## config.mk

```make
export PLATFORM = sky130hd
export DESIGN_NAME = terrain_sloped_height
export DESIGN_NICKNAME = d
export VERILOG_FILES = /design/src/design/tsh_pkg.sv /design/src/design/tsh_calc.sv /design/src/design/terrain_sloped_height.sv
export SDC_FILE = /design/constraint.sdc
export NUM_CORES = 1
export LEC_CHECK = 0
export ABC_AREA = 1
export ABC_CLOCK_PERIOD_IN_PS = 9000
export BUFFER_PORTS_ARGS = -buffer_cell sky130_fd_sc_hd__buf_4
export CAP_MARGIN = 20
export CELL_PAD_IN_SITES_DETAIL_PLACEMENT = 1
export CELL_PAD_IN_SITES_GLOBAL_PLACEMENT = 2
export CORE_MARGIN = 5
export CORE_UTILIZATION = 35
export CTS_BUF_LIST = sky130_fd_sc_hd__clkbuf_4
export CTS_CLUSTER_SIZE = 12
export DETAILED_ROUTE_END_ITERATION = 8
export PLACE_DENSITY = 0.87
export SLEW_MARGIN = 10
export SYNTH_ARGS = -nofsm -noshare
export SYNTH_HDL_FRONTEND = slang
export SYNTH_SLANG_ARGS = --single-unit
```

## constraint.sdc

```tcl
create_clock -name i_clk -period 9 [get_ports i_clk]
set_clock_uncertainty 0.1 [all_clocks]
set_input_delay 1.35 -clock i_clk [delete_from_list [all_inputs] [get_ports i_clk]]
set_output_delay 1.35 -clock i_clk [all_outputs]
set_load 0.01 [all_outputs]
```

## src/design/tsh_pkg.sv

```systemverilog
// Shared constants for the terrain sloped height block.
package tsh_pkg;

    // Field widths.
    localparam int PosW    = 16;
    localparam int BaseW   = 8;
    localparam int WaterW  = 5;
    localparam int CornerW = 4;
    localparam int HeightW = 11;
    localparam int WhW     = 9;

    // Coordinates at or above this unsigned value lie off the map.
    localparam logic [PosW-1:0] MAP_LIMIT = 16'd12287;

    // Result for off-map points or tiles without a surface.
    localparam logic [HeightW-1:0] DEFAULT_HEIGHT = 11'd16;

    // Largest height any slope case can produce.
    localparam logic [HeightW-1:0] MAX_HEIGHT = 11'd1052;

    // Slope codes taken from the raised-corner bits.
    localparam logic [CornerW-1:0] SLOPE_FLAT = 4'd0;
    localparam logic [CornerW-1:0] SLOPE_N    = 4'd1;
    localparam logic [CornerW-1:0] SLOPE_E    = 4'd2;
    localparam logic [CornerW-1:0] SLOPE_NE   = 4'd3;
    localparam logic [CornerW-1:0] SLOPE_S    = 4'd4;
    localparam logic [CornerW-1:0] SLOPE_NS   = 4'd5;
    localparam logic [CornerW-1:0] SLOPE_SE   = 4'd6;
    localparam logic [CornerW-1:0] SLOPE_WDN  = 4'd7;
    localparam logic [CornerW-1:0] SLOPE_W    = 4'd8;
    localparam logic [CornerW-1:0] SLOPE_NW   = 4'd9;
    localparam logic [CornerW-1:0] SLOPE_WE   = 4'd10;
    localparam logic [CornerW-1:0] SLOPE_SDN  = 4'd11;
    localparam logic [CornerW-1:0] SLOPE_SW   = 4'd12;
    localparam logic [CornerW-1:0] SLOPE_EDN  = 4'd13;
    localparam logic [CornerW-1:0] SLOPE_NDN  = 4'd14;
    localparam logic [CornerW-1:0] SLOPE_FULL = 4'd15;

endpackage

```

## src/design/tsh_calc.sv

```systemverilog
// Combinational height and water height for one registered request.
module tsh_calc (
    input  logic [tsh_pkg::PosW-1:0]    i_pos_x,
    input  logic [tsh_pkg::PosW-1:0]    i_pos_y,
    input  logic                        i_surface_present,
    input  logic [tsh_pkg::BaseW-1:0]   i_base_level,
    input  logic [tsh_pkg::WaterW-1:0]  i_water_level,
    input  logic [tsh_pkg::CornerW-1:0] i_corner_bits,
    input  logic                        i_double_height,
    output logic [tsh_pkg::HeightW-1:0] o_height,
    output logic [tsh_pkg::WhW-1:0]     o_water_height
);

    // Halve a signed value, truncating toward zero.
    function automatic logic signed [7:0] half_tz(input logic signed [7:0] v);
        logic signed [7:0] adj;
        adj = v + $signed({7'b0, v[7]});
        return adj >>> 1;
    endfunction

    logic signed [7:0]  xl;
    logic signed [7:0]  yl;
    logic signed [7:0]  q;
    logic signed [7:0]  e;
    logic signed [7:0]  delta;
    logic signed [11:0] h_sum;
    logic               off_map;

    assign xl = $signed({3'b0, i_pos_x[4:0]});
    assign yl = $signed({3'b0, i_pos_y[4:0]});

    // Height offset inside the tile for each slope shape.
    always_comb begin
        q     = '0;
        e     = '0;
        delta = '0;
        unique case (i_corner_bits)
            tsh_pkg::SLOPE_N, tsh_pkg::SLOPE_E, tsh_pkg::SLOPE_S, tsh_pkg::SLOPE_W: begin
                unique case (i_corner_bits)
                    tsh_pkg::SLOPE_N: q = xl + yl - 8'sd31;
                    tsh_pkg::SLOPE_E: q = xl - yl;
                    tsh_pkg::SLOPE_S: q = 8'sd31 - yl - xl;
                    default:          q = yl - xl;
                endcase
                if (q > 8'sd0) begin
                    delta = half_tz(q);
                end
            end
            tsh_pkg::SLOPE_NE: delta = half_tz(xl) + 8'sd1;
            tsh_pkg::SLOPE_SE: delta = half_tz(8'sd31 - yl);
            tsh_pkg::SLOPE_NW: delta = half_tz(yl) + 8'sd1;
            tsh_pkg::SLOPE_SW: delta = half_tz(8'sd31 - xl);
            tsh_pkg::SLOPE_WDN, tsh_pkg::SLOPE_SDN, tsh_pkg::SLOPE_EDN,
            tsh_pkg::SLOPE_NDN: begin
                unique case (i_corner_bits)
                    tsh_pkg::SLOPE_WDN: begin
                        e = xl + 8'sd31 - yl;
                        q = xl - yl;
                    end
                    tsh_pkg::SLOPE_SDN: begin
                        e = xl + yl;
                        q = xl + yl - 8'sd32;
                    end
                    tsh_pkg::SLOPE_EDN: begin
                        e = 8'sd31 - xl + yl;
                        q = yl - xl;
                    end
                    default: begin
                        e = 8'sd62 - xl - yl;
                        q = 8'sd30 - xl - yl;
                    end
                endcase
                if (i_double_height) begin
                    delta = half_tz(e) + 8'sd1;
                end else if (q < 8'sd0) begin
                    delta = 8'sd16 + half_tz(q);
                end else begin
                    delta = 8'sd16;
                end
            end
            tsh_pkg::SLOPE_NS: begin
                q = xl - yl;
                if (q > 8'sd0) begin
                    delta = half_tz(q);
                end
            end
            // Flat, full and the west-east valley leave the base height alone.
            default: delta = '0;
        endcase
    end

    // Base height plus the in-tile offset; never negative.
    assign h_sum = $signed({2'b0, i_base_level, 2'b0}) + {{4{delta[7]}}, delta};

    assign off_map = (i_pos_x >= tsh_pkg::MAP_LIMIT) || (i_pos_y >= tsh_pkg::MAP_LIMIT)
                     || !i_surface_present;

    // Off-map points and missing surfaces get the default result.
    always_comb begin
        if (off_map) begin
            o_height       = tsh_pkg::DEFAULT_HEIGHT;
            o_water_height = '0;
        end else begin
            o_height       = h_sum[tsh_pkg::HeightW-1:0];
            o_water_height = {i_water_level, 4'b0};
        end
    end

endmodule

```

## src/design/terrain_sloped_height.sv

```systemverilog
// Top level of the terrain sloped height lookup.
// Takes one request per cycle and returns terrain and water height at a world point.
// The result is presented from the result register. The input register takes the request
// at the accepting edge. The slope arithmetic runs between that register and the result
// register, which loads when it is empty or its result is being taken. Throughput is one
// request per clock for as long as the result side keeps taking results. A stalled
// result holds the pipeline, and ready falls only when both registers are full and the
// result is not being taken.
module terrain_sloped_height (
    input  logic                        i_clk,
    input  logic                        i_rst_n,
    input  logic                        i_in_valid,
    output logic                        o_in_ready,
    input  logic [tsh_pkg::PosW-1:0]    i_pos_x,
    input  logic [tsh_pkg::PosW-1:0]    i_pos_y,
    input  logic                        i_surface_present,
    input  logic [tsh_pkg::BaseW-1:0]   i_base_level,
    input  logic [tsh_pkg::WaterW-1:0]  i_water_level,
    input  logic [tsh_pkg::CornerW-1:0] i_corner_bits,
    input  logic                        i_double_height,
    output logic                        o_out_valid,
    input  logic                        i_out_ready,
    output logic [tsh_pkg::HeightW-1:0] o_height,
    output logic [tsh_pkg::WhW-1:0]     o_water_height
);

    logic                        r_s1_valid;
    logic [tsh_pkg::PosW-1:0]    r_pos_x;
    logic [tsh_pkg::PosW-1:0]    r_pos_y;
    logic                        r_surface_present;
    logic [tsh_pkg::BaseW-1:0]   r_base_level;
    logic [tsh_pkg::WaterW-1:0]  r_water_level;
    logic [tsh_pkg::CornerW-1:0] r_corner_bits;
    logic                        r_double_height;
    logic                        r_out_valid;
    logic [tsh_pkg::HeightW-1:0] r_height;
    logic [tsh_pkg::WhW-1:0]     r_water_height;
    logic [tsh_pkg::HeightW-1:0] n_height;
    logic [tsh_pkg::WhW-1:0]     n_water_height;
    logic                        s1_ready;
    logic                        s2_ready;

    // Each stage advances when the stage after it is empty or draining.
    assign s2_ready   = !r_out_valid || i_out_ready;
    assign s1_ready   = !r_s1_valid || s2_ready;
    assign o_in_ready = s1_ready;

    // Input register.
    always_ff @(posedge i_clk) begin
        if (!i_rst_n) begin
            r_s1_valid <= 1'b0;
        end else if (s1_ready) begin
            r_s1_valid <= i_in_valid;
        end
        if (s1_ready && i_in_valid) begin
            r_pos_x           <= i_pos_x;
            r_pos_y           <= i_pos_y;
            r_surface_present <= i_surface_present;
            r_base_level      <= i_base_level;
            r_water_level     <= i_water_level;
            r_corner_bits     <= i_corner_bits;
            r_double_height   <= i_double_height;
        end
    end

    // Slope arithmetic.
    tsh_calc u_calc (
        .i_pos_x           (r_pos_x),
        .i_pos_y           (r_pos_y),
        .i_surface_present (r_surface_present),
        .i_base_level      (r_base_level),
        .i_water_level     (r_water_level),
        .i_corner_bits     (r_corner_bits),
        .i_double_height   (r_double_height),
        .o_height          (n_height),
        .o_water_height    (n_water_height)
    );

    // Result register.
    always_ff @(posedge i_clk) begin
        if (!i_rst_n) begin
            r_out_valid <= 1'b0;
        end else if (s2_ready) begin
            r_out_valid <= r_s1_valid;
        end
        if (s2_ready && r_s1_valid) begin
            r_height       <= n_height;
            r_water_height <= n_water_height;
        end
    end

    assign o_out_valid    = r_out_valid;
    assign o_height       = r_height;
    assign o_water_height = r_water_height;

endmodule

```

Yosys cells after proc, flatten, opt, wreduce, memory -nomap -nowiden
Index checks and enable logic that the tools add are counted.
Widths: inputs -> output; s select.
- bits in registers: 73
- output and inout port bits: 22
- logic and storage cells: 78
- add/subtract/negate cells: 26
- $lt $le $gt $ge: 5
- eq/ne operators: 13
- mux-type cells: 11
- reduce and logical (&&, ||, !) cells: 11
- operators with widths (operator ; count):
    $pmux 8 s3 ; 3
    $mux 8 ; 7
    $pmux 8 s7 ; 1
    $add 8x2->8 ; 6
    $ge 16x14->1 const B ; 2
    $sub 8x6->8 ; 4
    $eq 4x4->1 const B ; 6
    $sub 5x5->6 const A ; 3
    $eq 4x3->1 const B ; 4
    $gt 8x1->1 const B ; 2
    $sub 5x5->6 ; 2
    $add 11x8->11 ; 1
    $add 4x1->5 const B ; 2
    $add 6x7->8 const A ; 1
    $add 7x2->8 const B ; 1
    $add 8x6->8 ; 1
    $eq 4x2->1 const B ; 2
    $lt 8x1->1 const B ; 1
    $reduce_or 4->1 ; 2
    $sub 8x7->8 const B ; 1
    $sub 6x5->7 const A ; 1
    $sub 6x5->7 const B ; 1
    $add 5x5->6 ; 1
    $add 5x5->6 const B ; 1
    other kinds (4) ; 10

Depth between registers and ports, before layout
Gate-level depths: netlist (run 1).
- word-level depth: 10
- gate-level depth with buffers: 46
- mapped depth without buffers: 46

Hierarchy
Synthesis (run 1) repeated with hierarchy kept, for this count alone.
- cell total of the unflattened synthesis: 721
- area, all modules: 5706.7 µm²
- by module, submodules not included (module ; times used ; cells an instance ; area each (µm²)):
    tsh_calc ; 1 ; 637 ; 3479.6
    terrain_sloped_height ; 1 ; 84 ; 2227.1

Worst setup path before layout (run 1)
No wires, ideal clock.
- path kind: flip-flop to flip-flop
- start: reg r_pos_x[1] (netlist name)
- end: reg r_height, in the netlist o_height[10] (data pin)
- setup time: 0.250 ns
- data arrival time: 4.864 ns
- data required time: 8.650 ns
- setup slack: 3.787 ns
- stages on the path, launching flop included: 45
- path buffers: 0
- path through: edfxtp_1 inv_1 ha_1 inv_1 nor2_1 nand2_1 nand2_1 nand3_1 o21ai_0 inv_1 ha_1 nand2_1 inv_1 nand2_1 nand2_1 nor2_1 nand3_2 nor2_4 (+9 left out) nand3_1 nand3_1 ha_1 inv_1 fa_1 nor2_1 nor2_1 nor2_1 nor2_1 inv_1 a21oi_1 nor2_1 nor2_1 inv_1 a21o_1 nand4_1 nand2_1 nor2_2
- longest elaborated chain between the ends: 10
- elaborated cells on any way between the ends: 40
- those cells by class: 23 x add/sub; 4 x order compare; 11 x mux; 2 x reduce/logical
- ends and longest elaborated chain (item ; RTL line ; text):
    from (decl) ; terrain_sloped_height.sv:28 ; logic [tsh_pkg::PosW-1:0] r_pos_x;
    from (signal assigned) ; terrain_sloped_height.sv:56 ; r_pos_x <= i_pos_x;
    $sub 5x5->6 or $add 5x5->6 (tied branches) ; - ;
    $sub 8x6->8 or $sub 8x7->8 (tied branches) ; tsh_calc.sv:70, tsh_calc.sv:62 ;
    $pmux 8 s3 ; tsh_calc.sv:55 ; unique case (i_corner_bits)
    $mux 8 ; tsh_calc.sv:37 ; unique case (i_corner_bits)
    $add 8x2->8 ; tsh_calc.sv:17 ; adj = v + $signed({7'b0, v[7]});
    $add 6x7->8 ; tsh_calc.sv:76 ; delta = 8'sd16 + half_tz(q);
    $mux 8 ; tsh_calc.sv:75 ; end else if (q < 8'sd0) begin
    $mux 8 ; tsh_calc.sv:73 ; if (i_double_height) begin
    $pmux 8 s7 ; tsh_calc.sv:37 ;
    $add 11x8->11 ; tsh_calc.sv:93 ; assign h_sum = $signed({2'b0, i_base_level, 2'b0}) + {{4{delta[7]}}, delta};
    to (signal assigned) ; terrain_sloped_height.sv:87 ; r_height <= n_height;
    to (decl) ; terrain_sloped_height.sv:36 ; logic [tsh_pkg::HeightW-1:0] r_height;
Parallel ways exist; a longest one is shown, timed or not. The select of a mux whose other input is x is not followed.
A chain may end at the register's enable or synchronous reset.

Worst setup path in the final report (run 1)
Ends and elaborated chain as after synthesis.

==> run metrics, run 1 <==
most common cell in the netlist=nand2_1; Synth Flop Type=edfxtp_1; IO Pins=77; cts repair resizes=0; syn_area_per_cell=7.94 µm²; setup_tns=0 ps; largest net degree at the start of global routing=52; status=finished clean; DRC violations left=0; power per cell area=138 mW/mm²; clk root buf=clkbuf_4; Initial Util=35.2%; fin nets=914; Post-synth EDFFs=67; Remaining Overflow, GRT=0; first-pass GRT wire length=approximately 29 mm; Crit Path Category=reg -> reg; post-synth top area share=34.8%; top cells by area, synth=edfxtp_1 35%, nand2_1 10%, ha_1 10%, inv_1 6.2%, nand3_1 5.5%; HPWL Detailed=15.3 mm; met1 WL=7.79 mm; clk_lat worst skew=between 400 and 500 ps; flops & latches, synth=69; met3 wire len=973 µm; Slew @ Worst Pin=just over 600 ps; via count=5,220; number of max-cap violations=0; CTS tree=yes; CP Data Arrival Time=6340 ps; number of global-route vias before repair=5,578; Cell variety after synth=49; unrepaired setup endpoints after global routing=false; wire length on met2=between 8 and 9 mm; worst path required time=9140 ps; iteration-0 DRC count of the detailed router=223; final worst-path cycle share=68.9%; synth cell count leaders=154 x nand2_1, 96 x inv_1, 68 x nor2_1, 67 x edfxtp_1, 63 x nand3_1; FFs w/ async S/R, synth=0%; RD Place Congestion=0.980; register area share after synthesis=35.5%; clock transition at the registers of the reported paths=150 ps; Die Height=139 µm; WL final=18.3 mm; Syn-to-layout area delta=15.9%; Die W=~140 µm; type of the worst min-delay path=reg -> reg; total CTS buffers=9; DR vias/cell=5.06; hold_buf cts=0; final count of hold timing violations=0; routed len/inst=~18 µm; clock sink count=just under 70; Worst path max stage delay=570 ps; Cell Rows=47; gr usage total=19.2%; DRT Pass-1 Iters=5; Synth Cell Area=around 0.0058 mm²; nature of the critical path endpoint=flip-flop; area leader, netlist=edfxtp_1; peak supply drop=148 µV; PortBufs=slightly above 70; Startpoint Class=flip-flop; layout cells sized above 1=18.7%; crit path max fanout=8; antenna violations before repair=1; synthesized instance count=728; Fmax=around 160 MHz; Core Area=0.0164 mm²; hold slack=between 400 and 500 ps; count of pins over their slew limit=0; Tmin final=6200 ps; area of the die=0.0192 mm²; CP max stage cell=edfxtp_1; relative max-transition margin=59.2%; final setup vio count=0; CTS Buffer Depth=2; Max H-tree Level=3; post-CTS setup buffer count=0; Synth Warn #=0; Max Used Layer=met4; Pleak=3.18 nW; ANT nets after route=0
final cells by class:
| cell class | instances | area [µm²] |
|---|---|---|
| clock buffers | 9 | 67.6 |
| flip-flops and latches | 69 | 2050 |
| well taps | 220 | 275 |
| diodes | 1 | 2.50 |
| fillers | 2029 | 9700 |
| multi-input cells | 543 | 3260 |
| clock inverters | 7 | 62.6 |
| repair buffers | 74 | 568 |
| inverters | 109 | 412 |
critical path: cells and delay by family, from the launching register on:
kind | cells | cell delay (ps)
simple gates | 22 | 2230
fa+ha+maj | 6 | 1540
buf+inv | 9 | 850
flops | 1 | 570
compound gates | 4 | 530
xor+xnor | 1 | 170
registers in the layout, summed over array words and instances, names as in the netlist:
signal,count
r_double_height,1
r_pos_x,16
o_water_height,5
o_out_valid,1
r_pos_y,16
r_corner_bits,4
r_s1_valid,1
r_base_level,8
r_water_level,5
o_height,11
r_surface_present,1
layer usage:
metal | vias to the layer above | track usage, %
li1 | 2577 | -
met1 | 2465 | 23.5
met2 | 142 | 33.5
met3 | 36 | 3.28
met4 | 0 | 7.70
met5 | - | 0
kinds of logic (layout without fill, tap and decap cells):
group / after synthesis / after routing / synth area share (%)
AO/OA/AOI/OAI: 97 / 97 / 9.50
XOR/XNOR: 21 / 21 / 3.31
adder cells (fa/ha/maj): 53 / 53 / 12.4
buffers and inverters: 119 / 199 / 8.27
flip-flops: 69 / 69 / 35.5
other: 1 / 5 / 0.0649
AND/OR/NAND/NOR: 368 / 368 / 31.0
power by group:
group | total (mW) | switching (mW) | internal (mW)
Combinational | 0.341 | 0.218 | 0.123
Sequential | 0.384 | 0.0139 | 0.370
Clock | 0.199 | 0.135 | 0.0635
layout by cell type (no fill, tap or decap), drive strengths merged, types with 4 or more instances in the layout:
| cell type | instances |
|---|---|
| xor2 | 14 |
| inv | 113 |
| o21bai | 4 |
| nand4 | 16 |
| ha | 46 |
| nand3 | 69 |
| edfxtp | 67 |
| buf | 74 |
| nor3 | 12 |
| o21ai | 33 |
| clkbuf | 9 |
| a21oi | 43 |
| nand2 | 172 |
| nor2 | 86 |
| fa | 7 |
| xnor2 | 7 |
| conb | 4 |
| o22ai | 4 |
through the flow:
| step | cell area [µm²] | util [%] | total power, mW | std cells | worst slack, ps |
|---|---|---|---|---|---|
| 6_report | 6700 | 40.9 | 0.924 | 1032 | 2800 |
| 5_1_grt | 6700 | 40.9 | 0.991 | 1032 | 2190 |
| 4_1_cts | 6680 | 40.7 | 0.931 | 1030 | 2780 |
| 3_5_place_dp | 6550 | 39.9 | 0.731 | 1014 | 2810 |
| 3_3_place_gp | 6550 | 39.9 | 0.717 | 1014 | 2980 |
| 2_1_floorplan | 5790 | - | 0.626 | 731 | 3790 |
final timing paths:
path | from | end | cells after the start | slack [ps]
setup / recovery | r_pos_x[1] | o_height[10] | 42 | 2800
hold / removal | o_out_valid | o_out_valid | 2 | 420
setup reg to reg | r_pos_x[1] | o_height[10] | 42 | 2800
hold reg to reg | o_out_valid | o_out_valid | 2 | 420
No activity file was read; power rests on OpenSTA's default activity.
==> run 2, diff against run 1 <==
--- a/config.mk
+++ b/config.mk
@@ -6,17 +6,17 @@
 export NUM_CORES = 1
 export LEC_CHECK = 0
 export ABC_AREA = 1
-export ABC_CLOCK_PERIOD_IN_PS = 9000
+export ABC_CLOCK_PERIOD_IN_PS = 5600
 export BUFFER_PORTS_ARGS = -buffer_cell sky130_fd_sc_hd__buf_4
 export CAP_MARGIN = 20
 export CELL_PAD_IN_SITES_DETAIL_PLACEMENT = 1
 export CELL_PAD_IN_SITES_GLOBAL_PLACEMENT = 2
 export CORE_MARGIN = 5
-export CORE_UTILIZATION = 35
+export CORE_UTILIZATION = 32
 export CTS_BUF_LIST = sky130_fd_sc_hd__clkbuf_4
 export CTS_CLUSTER_SIZE = 12
 export DETAILED_ROUTE_END_ITERATION = 8
-export PLACE_DENSITY = 0.87
+export PLACE_DENSITY = 0.84
 export SLEW_MARGIN = 10
 export SYNTH_ARGS = -nofsm -noshare
 export SYNTH_HDL_FRONTEND = slang
==> constraint.sdc (replaced) <==
create_clock -name i_clk -period 5.6 [get_ports i_clk]
set_clock_uncertainty 0.1 [all_clocks]
set_input_delay 0.84 -clock i_clk [delete_from_list [all_inputs] [get_ports i_clk]]
set_output_delay 0.84 -clock i_clk [all_outputs]
set_load 0.01 [all_outputs]
==> run metrics, run 2 (synthesis gave the netlist of run 1 again) <==
routed len/inst=around 17 µm; met3 GRT Util=2.91%; clock transition at the registers of the reported paths=around 150 ps; CP max stage cell=edfxtp_1; Top cell by count, worst path=nand2_1; final count of hold timing violations=0; Core Area=0.0179 mm²; DRC violations left=0; Flop pwr share=39.3%; relative max-transition margin=56.7%; crit path max fanout=5; Tmin final=roughly 5200 ps; Worst path max stage delay=500 ps; area of the die=0.0209 mm²; Comb power frac=about two fifths; Pleak=3.38 nW; met2 global-route usage=approximately 31%; Power Total=around 1.6 mW; clock sink count=69; r2r worst-path depth=43; Cell Rows=49; DRT Pass-1 Iters=4; iteration-0 DRC count of the detailed router=321; commonest non-fill, non-tap cell in the layout=nand2_1; clk root buf=clkbuf_4; hold_buf cts=0; status=finished clean; number of max-cap violations=0; final setup vio count=0; HPWL Detailed=15.4 mm; reg2reg end=o_height[10]; Startpoint Class=flip-flop; most frequent cells in the layout=151 x nand2_1, 115 x buf_4, 90 x inv_1, 67 x edfxtp_1; Net Sw Frac=around two fifths; Die Height=between 100 and 150 µm; CTS tree=yes; WL final=18.7 mm; CTS Buffer Depth=2; first-pass GRT wire length=29.4 mm; worst path required time=approximately 5700 ps; via count=5,309; Slew @ Worst Pin=643 ps; final cell count without fillers=about 1,100; largest net degree at the start of global routing=52; M1 GR Usage=23.5%; hold slack=between 300 and 400 ps; DR vias/cell=between 4 and 5; number of global-route vias before repair=between 5,000 and 6,000; setup ws final=388 ps; total CTS buffers=9; count of pins over their slew limit=0; clk_lat worst skew=430 ps; final worst-path cycle share=93.1%; peak supply drop=154 µV; layout cells sized above 1=26.7%; CP Data Arrival Time=5330 ps; antenna violations before repair=1; Worst Setup EP=o_height[10]; internal power=between 0.9 and 1 mW; Die W=144 µm; nature of the critical path endpoint=flip-flop; crit path from=r_pos_x[0]; type of the worst min-delay path=reg -> reg; Initial Util=between 30 and 40%; Clk pwr share=20.3%; Remaining Overflow, GRT=0; sw power=roughly 0.61 mW; R2R Path Start=r_pos_x[0]; DP Cell Count=1,055; ANT nets after route=0; final core utilization=40.3%; pre-CTS setup slack=about 47 ps; fin nets=956; PortBufs=72; gr busiest metal=met2; IO Pins=between 70 and 80; Max H-tree Level=3; Crit Path Category=reg -> reg; gr usage total=a little under a fifth; RD Place Congestion=0.902; power per cell area=215 mW/mm²; Fmax=roughly 190 MHz; Syn-to-layout area delta=24.8%; reg2reg setup slack=390 ps
[run 2: cell count changes in the layout (fill, tap and decap cells not counted), moves of 4 or more]
cell | before | now
ha_4 | 0 | 7
inv_1 | 95 | 90
ha_1 | 46 | 37
inv_2 | 11 | 16
nor2_2 | 9 | 15
a21oi_1 | 42 | 38
nor2_1 | 68 | 61
buf_4 | 73 | 115
[run 2: how the worst min path moves through the flow]
stage / slack, ps / cells after the start / end / from
2_1_floorplan: 350 / 2 / o_out_valid / r_s1_valid
4_1_cts: 400 / 2 / o_out_valid / r_s1_valid
6_report: 390 / 2 / o_out_valid / r_s1_valid
5_1_grt: 420 / 1 / r_water_level[2] / i_water_level[2]
3_5_place_dp: 380 / 2 / o_out_valid / r_s1_valid
3_3_place_gp: 360 / 2 / o_out_valid / r_s1_valid
[run 2: worst max-delay path: cells and delay by family, from the launching register on]
kind | cells | cell delay, ps
adder cells (fa/ha/maj) | 5 | 1010
buffers and inverters | 8 | 500
AND/OR/NAND/NOR | 24 | 2180
flip-flops | 1 | 500
XOR/XNOR | 1 | 160
AO/OA/AOI/OAI | 5 | 540
[run 2: repair_timing]
| action | CTS | global route |
|---|---|---|
| hold endpoints to repair | 0 | 0 |
| setup endpoints to repair | 0 | 4 |
| setup buffers | 0 | 10 |
| resized for setup | 0 | 44 |
[run 2: per-layer routing]
metal / part of all wire [%] / vias to the layer above
met3: 4.4 / 23
met2: 49 / 110
met5: 0 / -
met4: 2.2 / 0
li1: - / 2653
met1: 44 / 2523
[run 2: power groups by stage]
stage	clock [mW]	sequential, mW	combinational (mW)
2_1_floorplan	0	0.622	0.384
3_3_place_gp	0	0.621	0.575
4_1_cts	0.331	0.611	0.581
3_5_place_dp	0	0.622	0.577
5_1_grt	0.352	0.613	0.702
6_report	0.315	0.609	0.626
[run 2: area by class of cell]
| cell class | instances | area, µm² |
|---|---|---|
| Clock inverter | 7 | 62.6 |
| Inverter | 109 | 415 |
| Timing Repair Buffer | 116 | 891 |
| Tap cell | 229 | 287 |
| Fill cell | 2225 | 10700 |
| Antenna cell | 1 | 2.50 |
| Sequential cell | 69 | 2050 |
| Clock buffer | 9 | 67.6 |
| Multi-Input combinational cell | 543 | 3440 |
[run 2: metrics by stage]
stage	TNS, ps	area, µm²
after global placement	0	6800
final	0	7210
after detailed placement	0	6800
after floorplan	0	5790
after CTS	0	6930
after global routing	-182	7210
